--- src/rtl/core/esd_pkg.sv ---
// Shared types, character codes and helpers for the escape sequence decoder.
package esd_pkg;

  // Default depth of the queue between the front and back parts.
  localparam int unsigned FIFO_DEPTH = 4;

  // Most output bytes that one input byte can produce.
  localparam int unsigned MAX_BYTES = 4;

  // Character codes used by the decoder.
  localparam logic [7:0] CH_BSLASH = 8'h5C;
  localparam logic [7:0] CH_LOWER_T = 8'h74;
  localparam logic [7:0] CH_LOWER_N = 8'h6E;
  localparam logic [7:0] CH_LOWER_X = 8'h78;
  localparam logic [7:0] CH_TAB = 8'h09;
  localparam logic [7:0] CH_LF = 8'h0A;
  localparam logic [7:0] CH_CR = 8'h0D;

  // Offset from a letter's low nibble to its hex digit value.
  localparam logic [3:0] HEX_ALPHA_ADJ = 4'd9;

  // Input transaction payload.
  typedef struct packed {
    logic [7:0] in_byte;
    logic       in_last;
  } in_item_t;

  // Output transaction payload.
  typedef struct packed {
    logic [7:0] out_byte;
    logic       out_last;
  } out_item_t;

  // Group of output bytes produced by one input byte.
  typedef struct packed {
    logic [MAX_BYTES-1:0][7:0] bytes;
    logic [2:0]                cnt;
    logic                      last;
  } bundle_t;

  // Escape parsing phase.
  typedef enum logic [3:0] {
    PH_PLAIN = 4'b0001,
    PH_SLASH = 4'b0010,
    PH_X     = 4'b0100,
    PH_DIGIT = 4'b1000
  } phase_t;

  // Returns {is_hex, digit value} for one character.
  function automatic logic [4:0] hex_decode(input logic [7:0] c);
    logic [4:0] res;
    res = 5'd0;
    if (c inside {[8'h30:8'h39]}) begin
      res = {1'b1, c[3:0]};
    end else if (c inside {[8'h41:8'h46], [8'h61:8'h66]}) begin
      res = {1'b1, c[3:0] + HEX_ALPHA_ADJ};
    end
    return res;
  endfunction

endpackage

--- src/rtl/core/esd_front.sv ---
// Front part: accepts input bytes, tracks escape state and builds output byte groups.
module esd_front (
  input  logic              clk,
  input  logic              rst_n,
  input  logic              crlf_mode,
  input  logic              in_valid,
  output logic              in_stall,
  input  esd_pkg::in_item_t in_data,
  input  logic              q_full,
  output logic              q_push,
  output esd_pkg::bundle_t  q_data
);

  esd_pkg::phase_t phase_r, phase_nxt;
  logic [7:0]      held_digit_r, held_digit_nxt;

  logic                               accept;
  logic [esd_pkg::MAX_BYTES-1:0][7:0] eb;
  logic [2:0]                         n;
  logic                               plain_go;
  logic [4:0]                         hv_b;
  logic [4:0]                         hv_h;
  logic [7:0]                         b;

  // The queue being full is the only reason to hold off the sender.
  assign in_stall = q_full;
  assign accept   = in_valid && !q_full;
  assign b        = in_data.in_byte;
  assign hv_b     = esd_pkg::hex_decode(b);
  assign hv_h     = esd_pkg::hex_decode(held_digit_r);

  // Decode one byte into zero to four output bytes and the next phase.
  always_comb begin
    eb             = '0;
    n              = 3'd0;
    phase_nxt      = phase_r;
    held_digit_nxt = held_digit_r;
    plain_go       = 1'b0;
    case (phase_r)
      esd_pkg::PH_PLAIN: begin
        plain_go = 1'b1;
      end
      esd_pkg::PH_SLASH: begin
        phase_nxt = esd_pkg::PH_PLAIN;
        if (b == esd_pkg::CH_LOWER_T) begin
          eb[0] = esd_pkg::CH_TAB;
          n     = 3'd1;
        end else if (b == esd_pkg::CH_LOWER_N) begin
          if (crlf_mode) begin
            eb[0] = esd_pkg::CH_CR;
            eb[1] = esd_pkg::CH_LF;
            n     = 3'd2;
          end else begin
            eb[0] = esd_pkg::CH_LF;
            n     = 3'd1;
          end
        end else if (b == esd_pkg::CH_BSLASH) begin
          eb[0] = esd_pkg::CH_BSLASH;
          n     = 3'd1;
        end else if (b == esd_pkg::CH_LOWER_X) begin
          phase_nxt = esd_pkg::PH_X;
        end else begin
          eb[0]    = esd_pkg::CH_BSLASH;
          n        = 3'd1;
          plain_go = 1'b1;
        end
      end
      esd_pkg::PH_X: begin
        if (hv_b[4]) begin
          held_digit_nxt = b;
          phase_nxt      = esd_pkg::PH_DIGIT;
        end else begin
          phase_nxt = esd_pkg::PH_PLAIN;
          eb[0]     = esd_pkg::CH_BSLASH;
          eb[1]     = esd_pkg::CH_LOWER_X;
          n         = 3'd2;
          plain_go  = 1'b1;
        end
      end
      esd_pkg::PH_DIGIT: begin
        phase_nxt = esd_pkg::PH_PLAIN;
        if (hv_b[4]) begin
          eb[0] = {hv_h[3:0], hv_b[3:0]};
          n     = 3'd1;
        end else begin
          eb[0]    = esd_pkg::CH_BSLASH;
          eb[1]    = esd_pkg::CH_LOWER_X;
          eb[2]    = held_digit_r;
          n        = 3'd3;
          plain_go = 1'b1;
        end
      end
      default: begin
        phase_nxt = esd_pkg::PH_PLAIN;
      end
    endcase

    // Plain text handling: a backslash opens an escape, anything else passes.
    if (plain_go) begin
      if (b == esd_pkg::CH_BSLASH) begin
        phase_nxt = esd_pkg::PH_SLASH;
      end else begin
        eb[n[1:0]] = b;
        n          = n + 3'd1;
      end
    end

    // At the end of the string, flush any held escape bytes literally.
    if (in_data.in_last) begin
      case (phase_nxt)
        esd_pkg::PH_SLASH: begin
          eb[n[1:0]] = esd_pkg::CH_BSLASH;
          n          = n + 3'd1;
        end
        esd_pkg::PH_X: begin
          eb[0] = esd_pkg::CH_BSLASH;
          eb[1] = esd_pkg::CH_LOWER_X;
          n     = 3'd2;
        end
        esd_pkg::PH_DIGIT: begin
          eb[0] = esd_pkg::CH_BSLASH;
          eb[1] = esd_pkg::CH_LOWER_X;
          eb[2] = held_digit_nxt;
          n     = 3'd3;
        end
        default: begin
        end
      endcase
      phase_nxt = esd_pkg::PH_PLAIN;
    end
  end

  // Only groups that carry bytes enter the queue.
  assign q_push       = accept && (n != 3'd0);
  assign q_data.bytes = eb;
  assign q_data.cnt   = n;
  assign q_data.last  = in_data.in_last;

  // Escape state registers.
  always_ff @(posedge clk) begin
    if (!rst_n) begin
      phase_r      <= esd_pkg::PH_PLAIN;
      held_digit_r <= 8'd0;
    end else if (accept) begin
      phase_r      <= phase_nxt;
      held_digit_r <= held_digit_nxt;
    end
  end

endmodule

--- src/rtl/core/esd_fifo.sv ---
// Short queue of output byte groups between the front and back parts.
module esd_fifo #(
  parameter int unsigned DEPTH = esd_pkg::FIFO_DEPTH
) (
  input  logic             clk,
  input  logic             rst_n,
  input  logic             push,
  input  esd_pkg::bundle_t push_data,
  output logic             full,
  input  logic             pop,
  output logic             empty,
  output esd_pkg::bundle_t head
);

  localparam int unsigned AW = (DEPTH > 1) ? $clog2(DEPTH) : 1;
  localparam int unsigned CW = $clog2(DEPTH + 1);

  esd_pkg::bundle_t mem_r [DEPTH];
  logic [AW-1:0]    wr_ptr_r, wr_ptr_nxt;
  logic [AW-1:0]    rd_ptr_r, rd_ptr_nxt;
  logic [CW-1:0]    count_r, count_nxt;
  logic             do_push;
  logic             do_pop;

  assign full    = (count_r == CW'(DEPTH));
  assign empty   = (count_r == '0);
  assign head    = mem_r[rd_ptr_r];
  assign do_push = push && !full;
  assign do_pop  = pop && !empty;

  // Pointer and occupancy updates with wrap at the queue depth.
  always_comb begin
    wr_ptr_nxt = wr_ptr_r;
    rd_ptr_nxt = rd_ptr_r;
    count_nxt  = count_r;
    if (do_push) begin
      wr_ptr_nxt = (wr_ptr_r == AW'(DEPTH - 1)) ? '0 : wr_ptr_r + 1'b1;
    end
    if (do_pop) begin
      rd_ptr_nxt = (rd_ptr_r == AW'(DEPTH - 1)) ? '0 : rd_ptr_r + 1'b1;
    end
    if (do_push && !do_pop) begin
      count_nxt = count_r + 1'b1;
    end else if (do_pop && !do_push) begin
      count_nxt = count_r - 1'b1;
    end
  end

  // Control registers.
  always_ff @(posedge clk) begin
    if (!rst_n) begin
      wr_ptr_r <= '0;
      rd_ptr_r <= '0;
      count_r  <= '0;
    end else begin
      wr_ptr_r <= wr_ptr_nxt;
      rd_ptr_r <= rd_ptr_nxt;
      count_r  <= count_nxt;
    end
  end

  // Storage needs no reset.
  always_ff @(posedge clk) begin
    if (do_push) begin
      mem_r[wr_ptr_r] <= push_data;
    end
  end

endmodule

--- src/rtl/core/esd_back.sv ---
// Back part: walks each queued byte group and presents one byte per output transaction.
module esd_back (
  input  logic               clk,
  input  logic               rst_n,
  input  logic               q_empty,
  input  esd_pkg::bundle_t   q_head,
  output logic               q_pop,
  output logic               out_valid,
  input  logic               out_stall,
  output esd_pkg::out_item_t out_data
);

  logic               out_valid_r, out_valid_nxt;
  esd_pkg::out_item_t out_r, out_nxt;
  logic [1:0]         idx_r, idx_nxt;
  logic               can_load;
  logic               at_end;

  assign out_valid = out_valid_r;
  assign out_data  = out_r;
  assign can_load  = !out_valid_r || !out_stall;
  assign at_end    = ({1'b0, idx_r} == (q_head.cnt - 3'd1));
  assign q_pop     = can_load && !q_empty && at_end;

  // Load the output register from the current group whenever it frees up.
  always_comb begin
    out_valid_nxt = out_valid_r;
    out_nxt       = out_r;
    idx_nxt       = idx_r;
    if (can_load) begin
      if (!q_empty) begin
        out_valid_nxt    = 1'b1;
        out_nxt.out_byte = q_head.bytes[idx_r];
        out_nxt.out_last = q_head.last && at_end;
        idx_nxt          = at_end ? 2'd0 : idx_r + 2'd1;
      end else begin
        out_valid_nxt = 1'b0;
      end
    end
  end

  // Control registers.
  always_ff @(posedge clk) begin
    if (!rst_n) begin
      out_valid_r <= 1'b0;
      idx_r       <= 2'd0;
    end else begin
      out_valid_r <= out_valid_nxt;
      idx_r       <= idx_nxt;
    end
  end

  // Output payload register.
  always_ff @(posedge clk) begin
    out_r <= out_nxt;
  end

endmodule

--- src/rtl/core/escape_sequence_decoder.sv ---
// Top level of the backslash escape decoder: configuration register, front, queue and back.
// An input byte's first output byte passes through the queue and then the output register.
// Throughput: one input byte per cycle while the queue has room, one output byte per cycle
// while out_stall is low; a group of up to four bytes holds the back part till all are out.
// The queue between front and back absorbs such bursts; input stalls only when it is full.
// Synchronous active-low reset clears the escape phase, the queue, the output and crlf_mode.
module escape_sequence_decoder #(
  parameter int unsigned FifoDepth = esd_pkg::FIFO_DEPTH
) (
  input  logic               clk,
  input  logic               rst_n,
  input  logic               in_valid,
  output logic               in_stall,
  input  esd_pkg::in_item_t  in_data,
  output logic               out_valid,
  input  logic               out_stall,
  output esd_pkg::out_item_t out_data,
  input  logic               cfg_valid,
  output logic               cfg_ready,
  input  logic               cfg_data
);

  logic             crlf_mode_r;
  logic             q_full;
  logic             q_empty;
  logic             q_push;
  logic             q_pop;
  esd_pkg::bundle_t q_in;
  esd_pkg::bundle_t q_head;

  // The configuration register is always writable.
  assign cfg_ready = 1'b1;

  always_ff @(posedge clk) begin
    if (!rst_n) begin
      crlf_mode_r <= 1'b0;
    end else if (cfg_valid && cfg_ready) begin
      crlf_mode_r <= cfg_data;
    end
  end

  // Escape parsing.
  esd_front u_front (
    .clk       (clk),
    .rst_n     (rst_n),
    .crlf_mode (crlf_mode_r),
    .in_valid  (in_valid),
    .in_stall  (in_stall),
    .in_data   (in_data),
    .q_full    (q_full),
    .q_push    (q_push),
    .q_data    (q_in)
  );

  // Byte group queue.
  esd_fifo #(
    .DEPTH (FifoDepth)
  ) u_fifo (
    .clk       (clk),
    .rst_n     (rst_n),
    .push      (q_push),
    .push_data (q_in),
    .full      (q_full),
    .pop       (q_pop),
    .empty     (q_empty),
    .head      (q_head)
  );

  // Byte emission.
  esd_back u_back (
    .clk       (clk),
    .rst_n     (rst_n),
    .q_empty   (q_empty),
    .q_head    (q_head),
    .q_pop     (q_pop),
    .out_valid (out_valid),
    .out_stall (out_stall),
    .out_data  (out_data)
  );

endmodule
--- config.mk ---
export PLATFORM = sky130hd
export DESIGN_NAME = escape_sequence_decoder
export DESIGN_NICKNAME = d
export VERILOG_FILES = /design/src/rtl/core/esd_pkg.sv /design/src/rtl/core/esd_front.sv /design/src/rtl/core/esd_fifo.sv /design/src/rtl/core/esd_back.sv /design/src/rtl/core/escape_sequence_decoder.sv
export SDC_FILE = /design/constraint.sdc
export NUM_CORES = 1
export LEC_CHECK = 0
export ABC_AREA = 1
export BUFFER_PORTS_ARGS = -buffer_cell sky130_fd_sc_hd__clkbuf_2
export CORE_MARGIN = 2
export CORE_UTILIZATION = 50
export CTS_BUF_LIST = sky130_fd_sc_hd__clkbuf_4
export DETAILED_ROUTE_END_ITERATION = 12
export PLACE_DENSITY = 0.69
export SLEW_MARGIN = 10
export SYNTH_ARGS = -nofsm -noshare
export SYNTH_HDL_FRONTEND = slang
export SYNTH_SLANG_ARGS = --single-unit
--- constraint.sdc ---
create_clock -name clk -period 5.15 [get_ports clk]
set_input_delay 0.515 -clock clk [delete_from_list [all_inputs] [get_ports clk]]
set_output_delay 0.515 -clock clk [all_outputs]
set_load 0.03 [all_outputs]
==> flow_summary_export.csv <==
group,metric,value,unit
status,outcome,"complete, no violations",
sta,hold_viol,0,
cells_and_area,fin_nets,874,
die,coreArea,16580,um2
critical_path,r2r_end,"u_fifo.count_r[1]$_SDFFE_PN0P_",
min_path,hold_path.class,"input port to flop",
global_routing,grt_pass1_vias,5729,
sta,skew,0.01549,ns
clock_network,cts_buffers,17,
critical_path,startpoint,"in_data[1]",
clock_network,clk_transition_reported_paths,0.14,ns
global_routing,grt_max_degree,73,
sta,setup_tns,0,ns
cells_and_area,syn_to_final_growth,6.809,%
pwr,p_sw,1.178,mW
die,die_w,134.4,um
clock_network,clock_latency,0.56,ns
sta,maxSlewHeadroom,50.79,%
route,num_vias,6139,
synth,synth_edf_count,153,
cells_and_area,drive_above_1_share,14.27,%
synth,synth_compound_area_share,15.29,%
sta,rsz0062_at_grt,"false",
placed_design,routabilityCongestion,0.9694,
synth,synth_area_per_cell,10.41,um2
clock_network,cts_setup_buffers,0,
sta,fin_crit_sh,79.20,%
synth,async_reset_ff_share,0,%
route,drtIter0Drc,559,
sta,tightest_slew,0.7381,ns
pwr,comb_power_share,26.3,%
sta,maxSlewViolCount,0,
route,first_pass_iters,5,
clock_network,clock-sinks,178,
synth,synthSimpleGateAreaFrac,15.13,%
synth,synth-seq-cells,178,
flow_run,maxCapViolCount,0,
global_routing,top_usage_layer,"met2",
critical_path,cp.required,5.62,ns
global_routing,grtUsageMet3,3.930,%
die,die_y,134.4,um
synth,yosysSeqAreaShare,59.88,%
synth,yosysWarningCount,0,
synth,synth_mux_area_share,0,%
critical_path,crit_fanout,7,
pwr,vdd_drop_max,0.2344,mV
global_routing,use_met2,36.39,%
synth,synth_flop_cell,"edfxtp_1",
critical_path,start_kind,"input port",
placed_design,placed_cell_area,8853,um2
die,io_pins,27,
global_routing,grt_pass1_wl,31600,um
critical_path,rr_startpoint,"u_front.phase_r[1]$_SDFFE_PN0P_",
synth,synth_cells,817,
clock_network,hold_buffers,0,
cells_and_area,fillCellCount,1460,
synth,netlist_area,8508,um2
route,ant_nets,0,
placed_design,io_buffers,25,
pwr,sequentialPowerShare,54.4,%
critical_path,crit_path_end,"u_fifo.count_r[1]$_SDFFE_PN0P_",
die,dieArea,18080,um2
clock_network,clock_path_buffers,2,
synth,synth_top_family_by_area,"compound AO/OA/AOI/OAI gates",
critical_path,critical_path_class,"input port to flop",
global_routing,antenna_found_initial,1,
synth,synth-xor-area-share,0.4118,%
placed_design,hpwl,12900,um
pwr,p_int,2.233,mW
clock_network,htree_levels,4,
pwr,power_density,375.4,nW/um2
clock_network,ctsResizeCount,0,
die,row_count,47,
global_routing,grt_use_total,23.15,%
min_path,min_path_cells,3,
synth,synth_nets,856,
clock_network,cts_root_buffer,"clkbuf_4",
route,wire_per_inst,18.46,um
pwr,p_leak,3.489,nW
route,drc,0,
synth,ys_types,51,
pwr,p_sw_share,34.54,%
sta,clock.fmax,0.2452,GHz
pwr,finalPower,3.411,mW
route,wl,19740,um
die,start_util,51.31,%
sta,period_needed,4.079,ns
sta,setup_viol,0,
clock_network,cts_tree,"built",
critical_path,rr_worst_depth,23,
critical_path,worstSetupEndpointType,"flop",
global_routing,grtUsageMet1,33.22,%
critical_path,rrSetupSlack,1.12,ns
synth,synthAdderAreaFrac,3.618,%
cells_and_area,final_cell_area,9087,um2
critical_path,cp.arrival,4.55,ns
route,routed_via_density,5.743,
global_routing,gr-total-overflow,0,
pwr,clkPwrFrac,19.3,%
[kinds of logic (layout without fill, tap and decap cells)]
family / after synthesis / in the layout
fa+ha+maj: 24 / 24
flops: 178 / 178
simple gates: 284 / 284
other cells: 1 / 2
xor+xnor: 4 / 4
buf+inv: 119 / 150
compound gates: 207 / 207
[area by class of cell]
class	instances	area, um2	area share [%]
Antenna cell	1	2.502	0.02754
Clock buffer	19	142.6	1.570
Clock inverter	13	88.84	0.9776
Inverter	82	309.0	3.401
Multi-Input combinational cell	520	2965	32.63
Sequential cell	178	5096	56.08
Tap cell	220	275.3	3.029
Timing Repair Buffer	36	207.7	2.286
[power groups by stage]
stage               Sequential, mW  Clock [mW]  Combinational, mW
CTS                           1.85       0.676              0.905
global placement              1.88           0              0.886
floorplan                     1.95           0              0.537
finish                        1.85       0.659              0.898
global route                  1.88       0.740               1.00
detailed placement            1.89           0              0.904
[synthesized netlist by cell type, types with 2 or more instances]
cell type | n | share of area, %
o31ai_1 | 3 | 0.26
o2111ai_1 | 2 | 0.21
clkbuf_1 | 27 | 1.2
a32oi_1 | 4 | 0.41
dfxtp_1 | 25 | 5.9
inv_2 | 9 | 0.40
nand3_2 | 5 | 0.59
o22ai_1 | 13 | 0.96
o221ai_1 | 23 | 2.4
buf_4 | 5 | 0.44
a211oi_1 | 2 | 0.18
a21oi_1 | 17 | 1.0
a21boi_0 | 2 | 0.18
nand3_1 | 23 | 1.4
xnor2_1 | 2 | 0.21
o211ai_1 | 19 | 1.7
nand3_4 | 2 | 0.41
nor2_1 | 112 | 4.9
xor2_1 | 2 | 0.21
a31oi_1 | 2 | 0.15
clkinv_1 | 3 | 0.13
buf_2 | 3 | 0.18
edfxtp_1 | 153 | 54
nor2_2 | 3 | 0.22
nand2_2 | 15 | 1.1
a21oi_4 | 3 | 0.57
ha_1 | 23 | 3.4
nand2_4 | 4 | 0.53
nor4_1 | 2 | 0.15
o21ai_0 | 107 | 6.3
a32o_1 | 3 | 0.35
nand2_1 | 101 | 4.5
nor3_1 | 5 | 0.29
inv_1 | 69 | 3.0
o21ai_2 | 2 | 0.21
nand4_1 | 7 | 0.51
[stage by stage]
stage | std cells | setup slack, ns | util [%] | hold slack (ns)
finish | 1069 | 1.071 | 54.80 | 0.1665
global route | 1069 | 0.6927 | 54.80 | 0.1642
CTS | 1068 | 1.113 | 54.78 | 0.1336
detailed placement | 1036 | 0.4944 | 53.39 | 0.4840
global placement | 1036 | 0.6035 | 53.39 | 0.4840
floorplan | 817 | 0.4503 | - | 0.4526
[registers in the layout, summed over array words and instances, names as in the netlist, named ones only]
signal,count
u_back.out_data,9
u_front.held_digit_r,8
u_fifo.rd_ptr_r,2
crlf_mode_r,1
u_front.phase_r,4
u_fifo.count_r,3
u_back.out_valid,1
u_back.idx_r,2
u_fifo.wr_ptr_r,2
u_fifo.mem_r,144
[worst min-delay path by stage]
stage,start,end
2_1_floorplan,u_front.held_digit_r[7]$_SDFFE_PN0P_,u_front.held_digit_r[7]$_SDFFE_PN0P_
3_3_place_gp,u_fifo.count_r[2]$_SDFFE_PN0P_,u_fifo.count_r[2]$_SDFFE_PN0P_
3_5_place_dp,u_front.held_digit_r[7]$_SDFFE_PN0P_,u_front.held_digit_r[7]$_SDFFE_PN0P_
4_1_cts,cfg_data,crlf_mode_r$_SDFFE_PN0P_
5_1_grt,cfg_data,crlf_mode_r$_SDFFE_PN0P_
6_report,cfg_data,crlf_mode_r$_SDFFE_PN0P_
[layout by cell type, fill, tap and decap left out, types with 23 or more instances in the layout]
cell type / count
dfxtp_1: 24
o21ai_0: 107
o221ai_1: 23
inv_1: 69
clkbuf_2: 25
nand2_1: 101
nand3_1: 23
edfxtp_1: 153
ha_1: 23
nor2_1: 108
[worst max-delay path: stages]
cell and delay [ns]:
clkbuf_2 0.15, inv_1 0.15, ha_1 0.29, o21ai_2 0.14, nand2_1 0.08, nand2_2 0.15
nand3_2 0.21, nand2_1 0.19, inv_1 0.08, ha_1 0.27, nand2_1 0.05, nand2_1 0.07
nand2_1 0.06, nand2_2 0.10, inv_1 0.07, ha_1 0.26, inv_1 0.05, nand4_1 0.13
a21oi_4 0.23, nand3_4 0.11, nand2_2 0.22, inv_1 0.07, ha_1 0.17, inv_1 0.10
fa_1 0.42, o21ai_0 0.15, nor2_1 0.05
[routing by layer]
layer	part of all wire, %	routed length [um]
met1	44	8717
met2	46	9177
met3	8.2	1609
met4	1.2	232
met5	0	0
(Power assumes the default switching activity.)
